<file path="src/sv/sdsm_pkg.sv">
// Shared types, codes and constants for the SD SPI shared-memory host.
// No dependencies; imported by sdsm_step, the top level and the testbench.
`default_nettype none
package sdsm_pkg;

  localparam logic [9:0] BlockBytes   = 10'd512;
  localparam logic [9:0] PowerUpBytes = 10'd10;
  localparam logic [9:0] BlockLast    = 10'd513;
  localparam logic [9:0] BlockCrcEnd  = 10'd514;

  localparam logic FuncStart = 1'b0;
  localparam logic FuncDone  = 1'b1;

  localparam logic [1:0] OpInit  = 2'd0;
  localparam logic [1:0] OpWrite = 2'd1;
  localparam logic [1:0] OpRead  = 2'd2;

  localparam logic [5:0] CmdGoIdle     = 6'd0;
  localparam logic [5:0] CmdSendIfCond = 6'd8;
  localparam logic [5:0] CmdReadBlock  = 6'd17;
  localparam logic [5:0] CmdWriteBlock = 6'd24;
  localparam logic [5:0] CmdSendOpCond = 6'd41;
  localparam logic [5:0] CmdAppCmd     = 6'd55;

  localparam logic [7:0] ByteIdle     = 8'hFF;
  localparam logic [7:0] ByteToken    = 8'hFE;
  localparam logic [7:0] ByteEcho     = 8'hAA;
  localparam logic [7:0] ByteR1Idle   = 8'h01;
  localparam logic [4:0] DataRespOk   = 5'h05;

  typedef enum logic [3:0] {
    PhIdle,
    PhPwr,
    PhRelNext,
    PhCmdPre,
    PhCmdBytes,
    PhPollR1,
    PhR7,
    PhWrBlock,
    PhWrResp,
    PhWrBusy,
    PhRdWait,
    PhRdData,
    PhRelDone
  } phase_t;

  typedef enum logic [2:0] {
    StOk,
    StCmd0Fail,
    StCmd8Fail,
    StEchoBad,
    StRange,
    StCmdRejected,
    StDataRejected
  } status_t;

  typedef struct packed {
    phase_t     phase;
    logic [9:0] byte_count;
    logic [5:0] cmd;
    logic [8:0] offset;
    logic [9:0] length;
    logic       sel;
  } ctx_t;

  typedef struct packed {
    logic [7:0] mosi_byte;
    logic       mosi_valid;
    logic       cs_level;
    logic [7:0] read_byte;
    logic       read_valid;
    logic       need_data;
    logic       done_res;
    status_t    status;
  } res_t;

  function automatic logic [31:0] cmd_arg(input logic [5:0] cmd, input logic [8:0] off,
                                          input logic [9:0] len);
    logic [16:0] blk;
    logic [8:0]  cnt;
    blk = 17'h01000 + {8'b0, off};
    cnt = len[8:0] - 9'd1;
    if (cmd == CmdSendIfCond) return 32'h0000_01AA;
    if (cmd == CmdSendOpCond) return 32'h4000_0000;
    if (cmd == CmdWriteBlock || cmd == CmdReadBlock) return {6'b100100, blk, cnt};
    return 32'h0;
  endfunction

  // k: 0 opcode, 1..4 argument MSB first, 5 crc
  function automatic logic [7:0] cmd_byte(input logic [5:0] cmd, input logic [2:0] k,
                                          input logic [31:0] arg);
    logic [7:0] b;
    case (k)
      3'd0:    b = {2'b01, cmd};
      3'd1:    b = arg[31:24];
      3'd2:    b = arg[23:16];
      3'd3:    b = arg[15:8];
      3'd4:    b = arg[7:0];
      default: begin
        if (cmd == CmdGoIdle) b = 8'h95;
        else if (cmd == CmdSendIfCond) b = 8'h87;
        else b = 8'h01;
      end
    endcase
    return b;
  endfunction

endpackage
`default_nettype wire

</file>
<file path="src/sv/sdsm_step.sv">
// Next-state and result logic for one beat of the SD SPI host sequencer.
// Depends on sdsm_pkg.
`default_nettype none
module sdsm_step (
  input  var sdsm_pkg::ctx_t cur,
  input  wire                func,
  input  wire  [1:0]         op,
  input  wire  [8:0]         addr,
  input  wire  [9:0]         len,
  input  wire  [7:0]         miso_byte,
  input  wire  [7:0]         write_byte,
  output sdsm_pkg::ctx_t     nxt,
  output sdsm_pkg::res_t     res
);
  import sdsm_pkg::*;

  logic [31:0] arg;
  logic [9:0]  bc_inc;
  logic [10:0] end_addr;

  assign arg      = cmd_arg(cur.cmd, cur.offset, cur.length);
  assign bc_inc   = cur.byte_count + 10'd1;
  assign end_addr = {2'b0, addr} + {1'b0, len};

  always_comb begin
    nxt = cur;
    res = '0;
    res.status = StOk;
    if (func == FuncStart) begin
      if (cur.phase == PhIdle) begin
        nxt.offset = addr;
        nxt.length = len;
        if (op == OpInit) begin
          nxt.sel = 1'b0;
          nxt.byte_count = '0;
          nxt.phase = PhPwr;
          res.mosi_byte = ByteIdle;
          res.mosi_valid = 1'b1;
        end else if ((op != OpWrite && op != OpRead) || len == '0
                     || end_addr > {1'b0, BlockBytes}) begin
          res.done_res = 1'b1;
          res.status = StRange;
        end else begin
          nxt.cmd = (op == OpWrite) ? CmdWriteBlock : CmdReadBlock;
          nxt.phase = PhCmdPre;
          res.mosi_byte = ByteIdle;
          res.mosi_valid = 1'b1;
        end
      end
    end else if (cur.phase != PhIdle) begin
      res.mosi_byte = ByteIdle;
      res.mosi_valid = 1'b1;
      unique case (cur.phase)
        PhPwr: begin
          nxt.byte_count = bc_inc;
          if (bc_inc >= PowerUpBytes) begin
            nxt.sel = 1'b1;
            nxt.cmd = CmdGoIdle;
            nxt.phase = PhRelNext;
          end
        end
        PhRelNext: nxt.phase = PhCmdPre;
        PhCmdPre: begin
          nxt.sel = 1'b0;
          nxt.byte_count = '0;
          nxt.phase = PhCmdBytes;
          res.mosi_byte = cmd_byte(cur.cmd, 3'd0, arg);
        end
        PhCmdBytes: begin
          nxt.byte_count = bc_inc;
          if (bc_inc < 10'd6) res.mosi_byte = cmd_byte(cur.cmd, bc_inc[2:0], arg);
          else nxt.phase = PhPollR1;
        end
        PhPollR1: begin
          if (miso_byte != ByteIdle) begin
            case (cur.cmd)
              CmdGoIdle: begin
                if (miso_byte != ByteR1Idle) begin
                  res.mosi_valid = 1'b0;
                  res.done_res = 1'b1;
                  res.status = StCmd0Fail;
                  nxt.phase = PhIdle;
                end else begin
                  nxt.sel = 1'b1;
                  nxt.cmd = CmdSendIfCond;
                  nxt.phase = PhRelNext;
                end
              end
              CmdSendIfCond: begin
                if (miso_byte != ByteR1Idle) begin
                  res.mosi_valid = 1'b0;
                  res.done_res = 1'b1;
                  res.status = StCmd8Fail;
                  nxt.phase = PhIdle;
                end else begin
                  nxt.byte_count = '0;
                  nxt.phase = PhR7;
                end
              end
              CmdAppCmd: begin
                nxt.cmd = CmdSendOpCond;
                nxt.phase = PhCmdPre;
              end
              CmdSendOpCond: begin
                nxt.sel = 1'b1;
                if (miso_byte != 8'h00) begin
                  nxt.cmd = CmdAppCmd;
                  nxt.phase = PhRelNext;
                end else begin
                  nxt.phase = PhRelDone;
                end
              end
              CmdWriteBlock: begin
                if (miso_byte != 8'h00) begin
                  res.mosi_valid = 1'b0;
                  res.done_res = 1'b1;
                  res.status = StCmdRejected;
                  nxt.phase = PhIdle;
                end else begin
                  nxt.phase = PhWrBlock;
                  nxt.byte_count = '0;
                  res.mosi_byte = ByteToken;
                  res.need_data = (cur.length != '0);
                end
              end
              CmdReadBlock: begin
                if (miso_byte != 8'h00) begin
                  res.mosi_valid = 1'b0;
                  res.done_res = 1'b1;
                  res.status = StCmdRejected;
                  nxt.phase = PhIdle;
                end else begin
                  nxt.phase = PhRdWait;
                end
              end
              default: begin
                res.mosi_valid = 1'b0;
                res.done_res = 1'b1;
                res.status = StCmdRejected;
                nxt.phase = PhIdle;
              end
            endcase
          end
        end
        PhR7: begin
          if (cur.byte_count >= 10'd3) begin
            if (miso_byte != ByteEcho) begin
              res.mosi_valid = 1'b0;
              res.done_res = 1'b1;
              res.status = StEchoBad;
              nxt.phase = PhIdle;
            end else begin
              nxt.sel = 1'b1;
              nxt.cmd = CmdAppCmd;
              nxt.phase = PhRelNext;
            end
          end else begin
            nxt.byte_count = bc_inc;
          end
        end
        PhWrBlock: begin
          if (cur.byte_count >= BlockCrcEnd) begin
            nxt.phase = PhWrResp;
          end else begin
            nxt.byte_count = bc_inc;
            if (bc_inc <= BlockBytes && bc_inc <= cur.length) res.mosi_byte = write_byte;
            res.need_data = (bc_inc < BlockBytes) && (bc_inc < cur.length);
          end
        end
        PhWrResp: begin
          if (miso_byte[4:0] != DataRespOk) begin
            res.mosi_valid = 1'b0;
            res.done_res = 1'b1;
            res.status = StDataRejected;
            nxt.phase = PhIdle;
          end else begin
            nxt.phase = PhWrBusy;
          end
        end
        PhWrBusy: begin
          if (miso_byte != 8'h00) begin
            nxt.sel = 1'b1;
            nxt.phase = PhRelDone;
          end
        end
        PhRdWait: begin
          if (miso_byte == ByteToken) begin
            nxt.byte_count = '0;
            nxt.phase = PhRdData;
          end
        end
        PhRdData: begin
          if (cur.byte_count < cur.length) begin
            res.read_byte = miso_byte;
            res.read_valid = 1'b1;
          end
          if (cur.byte_count >= BlockLast) begin
            nxt.sel = 1'b1;
            nxt.phase = PhRelDone;
          end else begin
            nxt.byte_count = bc_inc;
          end
        end
        PhRelDone: begin
          res.mosi_valid = 1'b0;
          res.mosi_byte = '0;
          res.done_res = 1'b1;
          res.status = StOk;
          nxt.phase = PhIdle;
        end
        default: begin
          res.mosi_valid = 1'b0;
          res.mosi_byte = '0;
          nxt.phase = PhIdle;
        end
      endcase
      if (!res.mosi_valid) res.mosi_byte = '0;
    end
    res.cs_level = nxt.sel;
  end

endmodule
`default_nettype wire

</file>
<file path="src/sv/sd_spi_shared_memory_host.sv">
// Top level of the SD SPI-mode shared-memory host sequencer.
// Depends on sdsm_pkg and sdsm_step.
//
// One beat in gives one beat out. A start beat (func 0) launches init, block write or
// block read; each later beat (func 1) reports the byte just clocked on MISO and yields
// the next MOSI byte, chip select level, read data, a need_data request or a done with
// status. A beat is taken every cycle as long as the result register is empty or is being
// drained; its result is registered and shows in the next cycle. The sequencer state and
// the result register are the only storage: one beat per clock unless the output stalls.
`default_nettype none
module sd_spi_shared_memory_host (
  input  wire        clk,
  input  wire        rst_n,
  input  wire        in_valid,
  output logic       in_ready,
  input  wire        in_func,
  input  wire  [1:0] in_op,
  input  wire  [8:0] in_addr,
  input  wire  [9:0] in_len,
  input  wire  [7:0] in_miso_byte,
  input  wire  [7:0] in_write_byte,
  output logic       out_valid,
  input  wire        out_ready,
  output logic [7:0] out_mosi_byte,
  output logic       out_mosi_valid,
  output logic       out_cs_level,
  output logic [7:0] out_read_byte,
  output logic       out_read_valid,
  output logic       out_need_data,
  output logic       out_done_res,
  output logic [2:0] out_status
);
  import sdsm_pkg::*;

  ctx_t ctx_r, ctx_nxt;
  res_t res_r, res_nxt;
  logic out_valid_r;
  logic accept;

  assign in_ready = !out_valid_r || out_ready;
  assign accept   = in_valid && in_ready;

  sdsm_step u_step (
    .cur        (ctx_r),
    .func       (in_func),
    .op         (in_op),
    .addr       (in_addr),
    .len        (in_len),
    .miso_byte  (in_miso_byte),
    .write_byte (in_write_byte),
    .nxt        (ctx_nxt),
    .res        (res_nxt)
  );

  always_ff @(posedge clk) begin
    if (!rst_n) begin
      ctx_r <= '{phase: PhIdle, byte_count: '0, cmd: '0, offset: '0, length: '0, sel: 1'b1};
      out_valid_r <= 1'b0;
    end else begin
      if (accept) ctx_r <= ctx_nxt;
      if (accept) out_valid_r <= 1'b1;
      else if (out_ready) out_valid_r <= 1'b0;
    end
  end

  always_ff @(posedge clk) begin
    if (accept) res_r <= res_nxt;
  end

  assign out_valid      = out_valid_r;
  assign out_mosi_byte  = res_r.mosi_byte;
  assign out_mosi_valid = res_r.mosi_valid;
  assign out_cs_level   = res_r.cs_level;
  assign out_read_byte  = res_r.read_byte;
  assign out_read_valid = res_r.read_valid;
  assign out_need_data  = res_r.need_data;
  assign out_done_res   = res_r.done_res;
  assign out_status     = res_r.status;

endmodule
`default_nettype wire

</file>
<file path="config.mk">
export PLATFORM = sky130hd
export DESIGN_NAME = sd_spi_shared_memory_host
export DESIGN_NICKNAME = d
export VERILOG_FILES = /design/src/sv/sdsm_pkg.sv /design/src/sv/sdsm_step.sv /design/src/sv/sd_spi_shared_memory_host.sv
export SDC_FILE = /design/constraint.sdc
export NUM_CORES = 1
export LEC_CHECK = 0
export BUFFER_PORTS_ARGS = -buffer_cell sky130_fd_sc_hd__buf_2
export CORE_UTILIZATION = 50
export CTS_CLUSTER_DIAMETER = 60
export DETAILED_ROUTE_END_ITERATION = 10
export GPL_ROUTABILITY_DRIVEN = 0
export PLACE_DENSITY = 0.7
export SLEW_MARGIN = 20
export SYNTH_ARGS = -nofsm -noshare
export SYNTH_HDL_FRONTEND = slang
export SYNTH_SLANG_ARGS = --single-unit
</file>
<file path="constraint.sdc">
create_clock -name clk -period 7.65 [get_ports clk]
set_input_delay 0.765 -clock clk [delete_from_list [all_inputs] [get_ports clk]]
set_output_delay 0.765 -clock clk [all_outputs]
set_load 0.02 [all_outputs]
</file>
# Yosys cells after proc, flatten, opt, wreduce, memory -nomap -nowiden
# Cells that the tools add are included.
# W data, S select, Z words.
# totals
out_inout_bits	26
inputBits	42
word_cells	227
register_bits	65
# classes
n_reduce_logical	33
order_cmp	11
mux	110
eq_ne	53
addsub	4
bitwise	1
# ops
operator	count
$mux W32	6
$mux W4	23
$pmux W8 S5	2
$pmux W10 S7	1
$mux W10	6
$mux W20	3
$mux W9	6
$mux W8	6
$pmux W4 S11	1
$mux W6	7
$mux W40	1
$pmux W6 S3	2
$pmux W4 S4	2
$mux W1	31
$reduce_and A13 Y1	2
$ne A3 B2 Y1 const B	8
$pmux W4 S6	1
$eq A4 B4 Y1 const B	5
$ge A10 B10 Y1 const B	2
$lt A10 B10 Y1	2
$pmux W10 S2	1
$eq A4 B3 Y1 const B	4
$ne A4 B4 Y1 const B	4
$ne A8 B8 Y1 const B	2
57 further kinds	84

# Longest topological paths before layout
# Gate-level depths: netlist (run 1).
# depth
word_depth	14
ltp_mapped	15
ltp_nobuf	13

# Modules after synthesis
# From an unflattened synthesis (run 1), not the netlist that was laid out.
# hier_totals
cells_unflattened	821
hier_area_um2	6334.8
# modules_own_cells
mod	cells_per_inst	seq_area_each_um2	n_inst	area_per_inst_um2
sdsm_step	618	0.0	1	3932.5
sd_spi_shared_memory_host	203	1541.5	1	2402.3

# Worst setup path after synthesis (run 1)
# Ideal clock, no wire load.
# synth_timing
kind	flip-flop to flip-flop
startpoint	reg ctx_r[26] (netlist bit)
endpoint	reg res_r, in the netlist out_mosi_byte[0], data pin
path_slack_ns	3.990
path_stages_with_launch	16
n_path_buf	2
arrival_ns	3.388
t_required_ns	7.378
cell_sequence	dfxtp_1 > ha_1 > buf_2 > and3_1 > clkbuf_1 > and3_1 > and3_1 > xor2_1 > ha_1 > or4_1 > o32ai_1 > maj3_1 > o221ai_1 > o21a_1 > a211oi_1 > o21ai_0
# synth_rtl
element	line_no	text
from (decl)	sd_spi_shared_memory_host.sv:35	ctx_t ctx_r, ctx_nxt;
from (signal assigned)	sd_spi_shared_memory_host.sv:57	ctx_r <= '{phase: PhIdle, byte_count: '0, cmd: '0, offset: '0, length: '0, sel: 1'b1};
from (signal assigned)	sd_spi_shared_memory_host.sv:60	if (accept) ctx_r <= ctx_nxt;
to (signal assigned)	sd_spi_shared_memory_host.sv:67	if (accept) res_r <= res_nxt;
to (decl)	sd_spi_shared_memory_host.sv:36	res_t res_r, res_nxt;

==> results of run 1 <==
-- stage by stage --
stage	total power (W)	hold WS [ns]
final	0.0008967	0.4637
after global routing	0.0009301	0.4786
after CTS	0.0008955	0.4662
after detailed placement	0.0005678	0.4555
after global placement	0.0005634	0.4458
after floorplan	0.0005108	0.4360
-- cell usage in the layout (no fill, tap or decap), types with 4 or more instances in the layout --
master	count
sky130_fd_sc_hd__nand2_1	89
sky130_fd_sc_hd__buf_2	67
sky130_fd_sc_hd__a21oi_1	63
sky130_fd_sc_hd__nor2_1	41
sky130_fd_sc_hd__o21ai_0	40
sky130_fd_sc_hd__dfxtp_1	40
sky130_fd_sc_hd__ha_1	37
sky130_fd_sc_hd__nand3_1	32
sky130_fd_sc_hd__inv_1	30
sky130_fd_sc_hd__edfxtp_1	24
sky130_fd_sc_hd__and2_1	18
sky130_fd_sc_hd__nand2b_1	14
sky130_fd_sc_hd__a31oi_1	14
sky130_fd_sc_hd__xnor2_1	14
sky130_fd_sc_hd__nor3_1	13
sky130_fd_sc_hd__o21a_1	13
sky130_fd_sc_hd__and3_1	12
sky130_fd_sc_hd__nor2b_1	10
sky130_fd_sc_hd__nand4_1	9
sky130_fd_sc_hd__a21o_1	9
sky130_fd_sc_hd__clkbuf_8	9
sky130_fd_sc_hd__nor4_1	8
sky130_fd_sc_hd__xor2_1	8
sky130_fd_sc_hd__nand3b_1	8
sky130_fd_sc_hd__or3_1	7
sky130_fd_sc_hd__o21bai_1	7
sky130_fd_sc_hd__o22ai_1	7
sky130_fd_sc_hd__mux2i_1	6
sky130_fd_sc_hd__a22oi_1	5
sky130_fd_sc_hd__o211ai_1	5
sky130_fd_sc_hd__o31ai_1	5
sky130_fd_sc_hd__o31a_1	4
sky130_fd_sc_hd__a2111oi_0	4
sky130_fd_sc_hd__a211oi_1	4
sky130_fd_sc_hd__buf_4	4
-- critical path, delay by kind of cell (launching register included) --
kind                       cells  cell delay, ns
adders and majority gates      3            0.88
AOI/OAI and AO/OA              5            1.16
xor gates and xnor gates       1            0.08
and+or+nand+nor                4            1.14
DFF                            1            0.56
-- registers in the layout, indices dropped and copies added (netlist names), 3 cells and up --
signal	flops
ctx_r	39
out_status	3
out_read_byte	8
out_mosi_byte	8
-- cell usage after synthesis, types with 12 or more instances --
cell / count / area [um^2]
sky130_fd_sc_hd__a31oi_1: 14 / 87.58
sky130_fd_sc_hd__nand3_1: 32 / 160.2
sky130_fd_sc_hd__nor2_1: 42 / 157.7
sky130_fd_sc_hd__nand2b_1: 14 / 87.58
sky130_fd_sc_hd__xnor2_1: 14 / 122.6
sky130_fd_sc_hd__o21ai_0: 40 / 200.2
sky130_fd_sc_hd__nand2_1: 89 / 334.1
sky130_fd_sc_hd__ha_1: 37 / 462.9
sky130_fd_sc_hd__clkbuf_1: 32 / 120.1
sky130_fd_sc_hd__nor3_1: 13 / 65.06
sky130_fd_sc_hd__a21oi_1: 63 / 315.3
sky130_fd_sc_hd__and3_1: 12 / 75.07
sky130_fd_sc_hd__inv_1: 30 / 112.6
sky130_fd_sc_hd__o21a_1: 13 / 97.59
sky130_fd_sc_hd__and2_1: 18 / 112.6
sky130_fd_sc_hd__edfxtp_1: 24 / 720.7
sky130_fd_sc_hd__dfxtp_1: 40 / 800.8
-- kinds of logic after synthesis --
family,count (synthesis)
compound gates,218
xor+xnor,22
fa+ha+maj,39
buf+inv,76
flops,64
mux,9
simple gates,284
-- worst paths after layout --
kind	to	slack [ns]	cells after the start
worst min register to register	ctx_r[13]	0.46	2
worst max-delay path	out_mosi_byte[0]	3.54	13
worst min-delay path	ctx_r[13]	0.46	2
worst max register to register	out_mosi_byte[0]	3.54	13
-- layer usage --
metal / vias to the layer above / track usage [%] / wire (um)
met1: 2626 / 37.86 / 6934
met2: 314 / 45.71 / 7291
met5: - / 0 / 0
met3: 39 / 4.903 / 1528
met4: 0 / 13.70 / 472
li1: 2703 / - / -
-- power by group --
| part | switching [W] | internal, W | leakage [nW] |
|---|---|---|---|
| Clock | 0.000150 | 0.000183 | 0.101 |
| Combinational | 0.000114 | 0.0000698 | 1.75 |
| Sequential | 0.0000104 | 0.000370 | 0.567 |
| Total | 0.000274 | 0.000623 | 2.42 |
-- layout make-up --
cell class,count,area (um^2)
clock buffers,9,123.9
clock inverters,7,96.34
fillers,1026,4721
inverters,32,120.1
multi-input cells,572,3717
flip-flops and latches,64,1521
well taps,140,175.2
repair buffers,71,365.4
==> flow_summary.rst, run 1 <==
.. list-table::
   :header-rows: 1

   * - Metric
     - Value
   * - Total power density per cell area
     - 146.5 nW/um^2
   * - Post-Route Skew
     - 0.01284 ns
   * - Die Ht
     - 107.3 um
   * - Remaining max-slew budget at the tightest pin
     - 30.05%
   * - Setup WS post-layout
     - between 3 and 4 ns
   * - Multiplexer area fraction after synthesis
     - about 1.7%
   * - Cell Area, Synth
     - 5544 um^2
   * - Via count of the first global-routing pass
     - 5215
   * - Cell chosen for the clock root
     - sky130_fd_sc_hd__clkbuf_8
   * - Number of max-slew violations in the final report
     - 0
   * - Share of the clock period used by the worst path after layout
     - 53.73%
   * - Cell occurring most often along the worst timing path
     - sky130_fd_sc_hd__and3_1
   * - Dpl cell area
     - 5897 um^2
   * - Diodes inserted
     - 0
   * - Total global-route track usage
     - 28.78%
   * - ANT nets after route
     - 0
   * - Via Count
     - 5682
   * - Worst setup path startpoint
     - ctx_r[27]
   * - Routed wire per std cell
     - ~18 um
   * - Net total in the final layout
     - 830
   * - Basic-gate share of the synthesized area counting and, or, nand and nor cells
     - 26.52%
   * - Detailed Route WL
     - 16.23 mm
   * - RSZ-0062 raised after global routing
     - false
   * - Post-synthesis register bit count
     - 64
   * - Share of synthesized cell area in full adder, half adder and majority cells
     - 8.892%
   * - P&R area growth vs syn
     - 10.38%
   * - Chip width
     - 107.3 um
   * - Clock tree buffer depth
     - 2
   * - Number of placed instances with taps included
     - 879
   * - Core Region
     - around 11000 um^2
   * - Critical path, cell by cell
     - ha_1, and3_1, and3_1, and3_1, xor2_1, ha_1, or4_1, o32ai_1, maj3_1, o221ai_1, o21a_1, a211oi_1, o21ai_0
   * - TritonCTS clock tree
     - built
   * - Element type at the critical path end
     - flop
   * - Compound-gate portion of the synthesized area
     - about a quarter
   * - Clock network latency to the later pin of the worst-skew pair
     - 0.37 ns
   * - Half-perimeter wire length after detailed placement
     - 12.45 mm
   * - Number of different library cells in the post-synthesis netlist
     - 79
   * - Actual slew at the worst max-slew pin
     - 1.048 ns
   * - Synthesized-area fraction occupied by xor and xnor cells
     - 3.476%
   * - Data required time at the worst endpoint
     - 7.74 ns
   * - Peak ir drop on the vdd network
     - 0.08095 mV
   * - Non-Filler Instances
     - between 800 and 900
   * - Row count
     - 38
   * - Length of the first detailed-routing pass in iterations
     - 5
   * - Critical R2R Launch
     - ctx_r[27]
   * - Outcome
     - completed
   * - Top-Level Pins
     - 68
   * - Routed vias/inst
     - 6.349
   * - Final TNS setup
     - 0 ns
   * - Most used flip-flop cell after synthesis
     - sky130_fd_sc_hd__dfxtp_1
   * - Worst Setup Start Kind
     - flop
   * - Number of hold buffers added after CTS
     - 0
   * - Arrival time of data at the critical path endpoint
     - 4.20 ns
   * - Clock buffers created by TritonCTS
     - 9
   * - Slowest CP cell
     - sky130_fd_sc_hd__dfxtp_1
   * - Remaining global-route overflow
     - 0
   * - Final setup viols
     - 0
   * - Full die area
     - 11510 um^2
   * - Pin count of the biggest net entering global routing
     - 32
   * - Maximum operating frequency
     - 243.3 MHz
   * - Peak per-stage delay on the critical path
     - 0.56 ns
   * - Drc violations
     - 0
   * - Maxcap violations
     - 0
   * - CTS sink cnt
     - 64
   * - Post-Route Utilization
     - 56.45%
   * - Number of buffers inserted to repair setup after CTS
     - 0
   * - Warnings, synthesis
     - 0
   * - DRC marker count from the first detailed-route iteration
     - 683
   * - Clock-pin transition on the worst setup and hold timing paths
     - 0.08 ns
   * - Layout cell share with drive strength beyond 1
     - 14.44%
   * - Min-delay worst type
     - reg -> reg
   * - Starting Density
     - 51.14%
   * - Sequential element share of the synthesized area
     - 27.44%
   * - Number of buffer cells added on primary ports
     - 67
   * - Count of H-tree levels built during CTS
     - 3
   * - Avg Synthesized Cell Area
     - between 7 and 8 um^2
   * - Number of hold violations in the final report
     - 0
   * - Count of flip-flops with a built-in enable after synthesis
     - 24
   * - Setup slack at placement
     - 3.645 ns
   * - Net count after synthesis
     - 792
   * - Count of mapped cells out of synthesis
     - between 700 and 800
   * - Global-route wire length before repair
     - 25.75 mm
   * - Static leakage power
     - 2.421 nW
   * - Worst hold path startpoint
     - ctx_r[13]
   * - Critical path class
     - reg -> reg
   * - FFs w/ async S/R, synth
     - 0%
   * - Dominant combinational cell family by area after synthesis
     - simple AND/OR/NAND/NOR gates
   * - Finished Cell Area
     - between 6000 and 7000 um^2
   * - Worst-path maximum fanout
     - 12
   * - Min cycle time layout
     - 4.110 ns
   * - Post-cts sizing count
     - 0
   * - Antenna violations before repair
     - 0
Power figures use the tool's default switching activity.
==> inputs of run 2 (changes only) <==
Clock period 7.65 ns to 3.9 ns, I/O delays scaled along.
==> run 2 against run 1 <==
Net effect:
- sequential power up 97%
- highest routed layer unchanged
- fmax up 13%
- count of clock-buffer cells in the layout up 2
- cell count up 0.89%
- largest cell class unchanged
- die area unchanged
==> flow_summary.rst, run 2 (synthesized netlist as in run 1, its figures left out) <==
.. list-table::
   :header-rows: 1

   * - Metric
     - Value
   * - Number of hold buffers added after CTS
     - 0 (unchanged)
   * - Global-route wire length before repair
     - 25.99 mm (+0.91%)
   * - Clock network latency to the later pin of the worst-skew pair
     - 0.36 ns (about the same)
   * - Actual slew at the worst max-slew pin
     - 0.7258 ns (-0.3223 ns)
   * - Clock tree buffer depth
     - 2 (unchanged)
   * - Chip width
     - 107.3 um (unchanged)
   * - Remaining global-route overflow
     - 0 (unchanged)
   * - Most used cells in the layout excluding fill and tap cells
     - sky130_fd_sc_hd__nand2_1, sky130_fd_sc_hd__buf_2, sky130_fd_sc_hd__a21oi_1
   * - Via Count
     - 5670 (-0.21%)
   * - Length of the first detailed-routing pass in iterations
     - 7 (+2)
   * - Row count
     - 38 (unchanged)
   * - Outcome
     - completed
   * - Buffer and inverter count on the worst path
     - 0 (unchanged)
   * - Post-Route Skew
     - 0.01006 ns (-0.002775 ns)
   * - Number of hold violations in the final report
     - 0 (unchanged)
   * - P&R area growth vs syn
     - 10.83%
   * - Routed wire per std cell
     - 17.88 um (-1.4%)
   * - Top-Level Pins
     - 68 (unchanged)
   * - Total global-route track usage
     - 28.88% (+0.098 points)
   * - Maximum operating frequency
     - 275.9 MHz (+13%)
   * - RSZ-0062 raised after global routing
     - false
   * - DRC marker count from the first detailed-route iteration
     - 531 (-22%)
   * - Cell chosen for the clock root
     - sky130_fd_sc_hd__clkbuf_8
   * - Remaining max-slew budget at the tightest pin
     - 51.55% (+21 points)
   * - Clock buffers created by TritonCTS
     - 9 (unchanged)
   * - Most flop-heavy register
     - ctx_r
   * - Critical path, cell by cell
     - ha_1, and3_1, and3_1, and3_1, xor2_1, ha_1, or4_1, o32ai_2, maj3_1, o221ai_1, o21a_1, a211oi_1, o21ai_0
   * - Most common library cell in the layout ignoring fill and taps
     - sky130_fd_sc_hd__nand2_1
   * - Clock-pin transition on the worst setup and hold timing paths
     - 0.07 ns (about the same)
   * - R2R setup slack
     - 0.28 ns (-3.26 ns)
   * - Half-perimeter wire length after detailed placement
     - 12.42 mm (-0.24%)
   * - Static leakage power
     - 2.455 nW (+1.4%)
   * - Largest register FFs
     - 39 (unchanged)
   * - Arrival time of data at the critical path endpoint
     - 3.69 ns (-0.51 ns)
   * - Min cycle time layout
     - 3.624 ns (-0.4859 ns)
   * - Net total in the final layout
     - 838 (+0.96%)
   * - Cell family with most CP delay
     - simple AND/OR/NAND/NOR gates
   * - Total of fill cells in the finished design
     - 1034 (+0.78%)
   * - Critical path class
     - reg -> reg
   * - Via count of the first global-routing pass
     - 5221 (+0.12%)
   * - Peak per-stage delay on the critical path
     - 0.48 ns (-0.08 ns)
   * - Final setup viols
     - 0 (unchanged)
   * - Full die area
     - 11510 um^2 (unchanged)
   * - Routed vias/inst
     - 6.279 (-1.1%)
   * - Slowest CP cell
     - sky130_fd_sc_hd__or4_1
   * - Cell occurring most often along the worst timing path
     - sky130_fd_sc_hd__and3_1
   * - FF+latch area
     - 1523 um^2 (about the same)
   * - Footprint of the multi-input gates
     - 3722 um^2 (+0.13%)
   * - Data required time at the worst endpoint
     - 3.97 ns (-3.77 ns)
   * - Drc violations
     - 0 (unchanged)
   * - ANT nets after route
     - 0 (unchanged)
   * - Core Region
     - 10840 um^2 (unchanged)
   * - Min-delay worst type
     - in -> reg
   * - Detailed Route WL
     - 16.15 mm (-0.50%)
   * - Element type at the critical path end
     - flop
   * - Count of H-tree levels built during CTS
     - 3 (unchanged)
   * - Diodes inserted
     - 0 (unchanged)
   * - Peak ir drop on the vdd network
     - 0.1682 mV (+110%)
   * - Starting Density
     - 51.14% (unchanged)
   * - Antenna violations before repair
     - 0 (unchanged)
   * - Pin count of the biggest net entering global routing
     - 27 (-16%)
   * - Final TNS setup
     - 0 ns (unchanged)
   * - Layout cell share with drive strength beyond 1
     - 14.94% (+0.50 points)
   * - Share of the clock period used by the worst path after layout
     - 92.93% (+39 points)
   * - Worst-path maximum fanout
     - 5 (-7)
   * - CTS sink cnt
     - 64 (unchanged)
   * - Worst Setup Start Kind
     - flop
   * - Number of max-slew violations in the final report
     - 0 (unchanged)
   * - Number of buffer cells added on primary ports
     - 67 (unchanged)
   * - Die Ht
     - 107.3 um (unchanged)
   * - TritonCTS clock tree
     - built
   * - Maxcap violations
     - 0 (unchanged)
   * - Post-Route Utilization
     - 56.68% (+0.23 points)
   * - Total power density per cell area
     - 270.1 nW/um^2 (+84%)
run 2: cell types whose count changed in the layout (fill, tap and decap cells not counted), sizes merged:
cell and change:
buf +8, bufinv -1, clkbuf +2, clkinv +2, clkinvlp -3
run 2: power breakdown:
| group | internal (W) | total (W) | switching [W] |
|---|---|---|---|
| clock network | 0.000289 | 0.000548 | 0.000258 |
| registers | 0.000725 | 0.000748 | 0.0000233 |
| logic | 0.000140 | 0.000364 | 0.000224 |
| total | 0.00115 | 0.00166 | 0.000505 |
run 2: final timing paths:
path	from	endpoint	cells after the start
min	in_valid	out_valid	3
max	ctx_r[26]	out_mosi_byte[0]	13
min reg2reg	ctx_r[15]	ctx_r[15]	2
max reg2reg	ctx_r[26]	out_mosi_byte[0]	13
run 2: worst min-delay path: stages:
cell and delay, ns:
sky130_fd_sc_hd__buf_2 0.10, sky130_fd_sc_hd__inv_1 0.04, sky130_fd_sc_hd__a21oi_1 0.05
run 2: metal layers:
metal	up-vias	wire length [um]	track usage [%]
li1	2717	-	-
met1	2649	7029	39.13
met4	0	538	12.82
met2	262	7160	44.01
met3	42	1417	6.114
met5	-	0	0
run 2: per-stage QoR:
step | instance area [um^2] | instances | total power (W) | hold WS, ns | setup slack (ns)
6_report | 6145 | 903 | 0.001660 | 0.2686 | 0.2759
5_1_grt | 6145 | 903 | 0.001736 | 0.2721 | 0.08491
4_1_cts | 6136 | 903 | 0.001661 | 0.2631 | 0.2413
3_5_place_dp | 5957 | 887 | 0.001117 | 0.4538 | 0.2731
3_3_place_gp | 5957 | 887 | 0.001108 | 0.4507 | 0.3618
2_1_floorplan | 5544 | 712 | 0.001002 | 0.4360 | 0.2401
run 2: cell type report:
class | count | share of cell area [%]
clock buffer | 11 | 2.138
clock inverter | 5 | 0.7738
inverter | 32 | 1.955
multi-input combinational | 572 | 60.58
sequential | 64 | 24.78
tap | 140 | 2.851
timing repair buffer | 79 | 6.923
run 2: timing repair:
item                                   in CTS  in global routing
setup endpoints to repair                   0                  1
resized for setup                           0                  2
setup buffers                               0                  0
endpoints found under the hold margin       0                  0
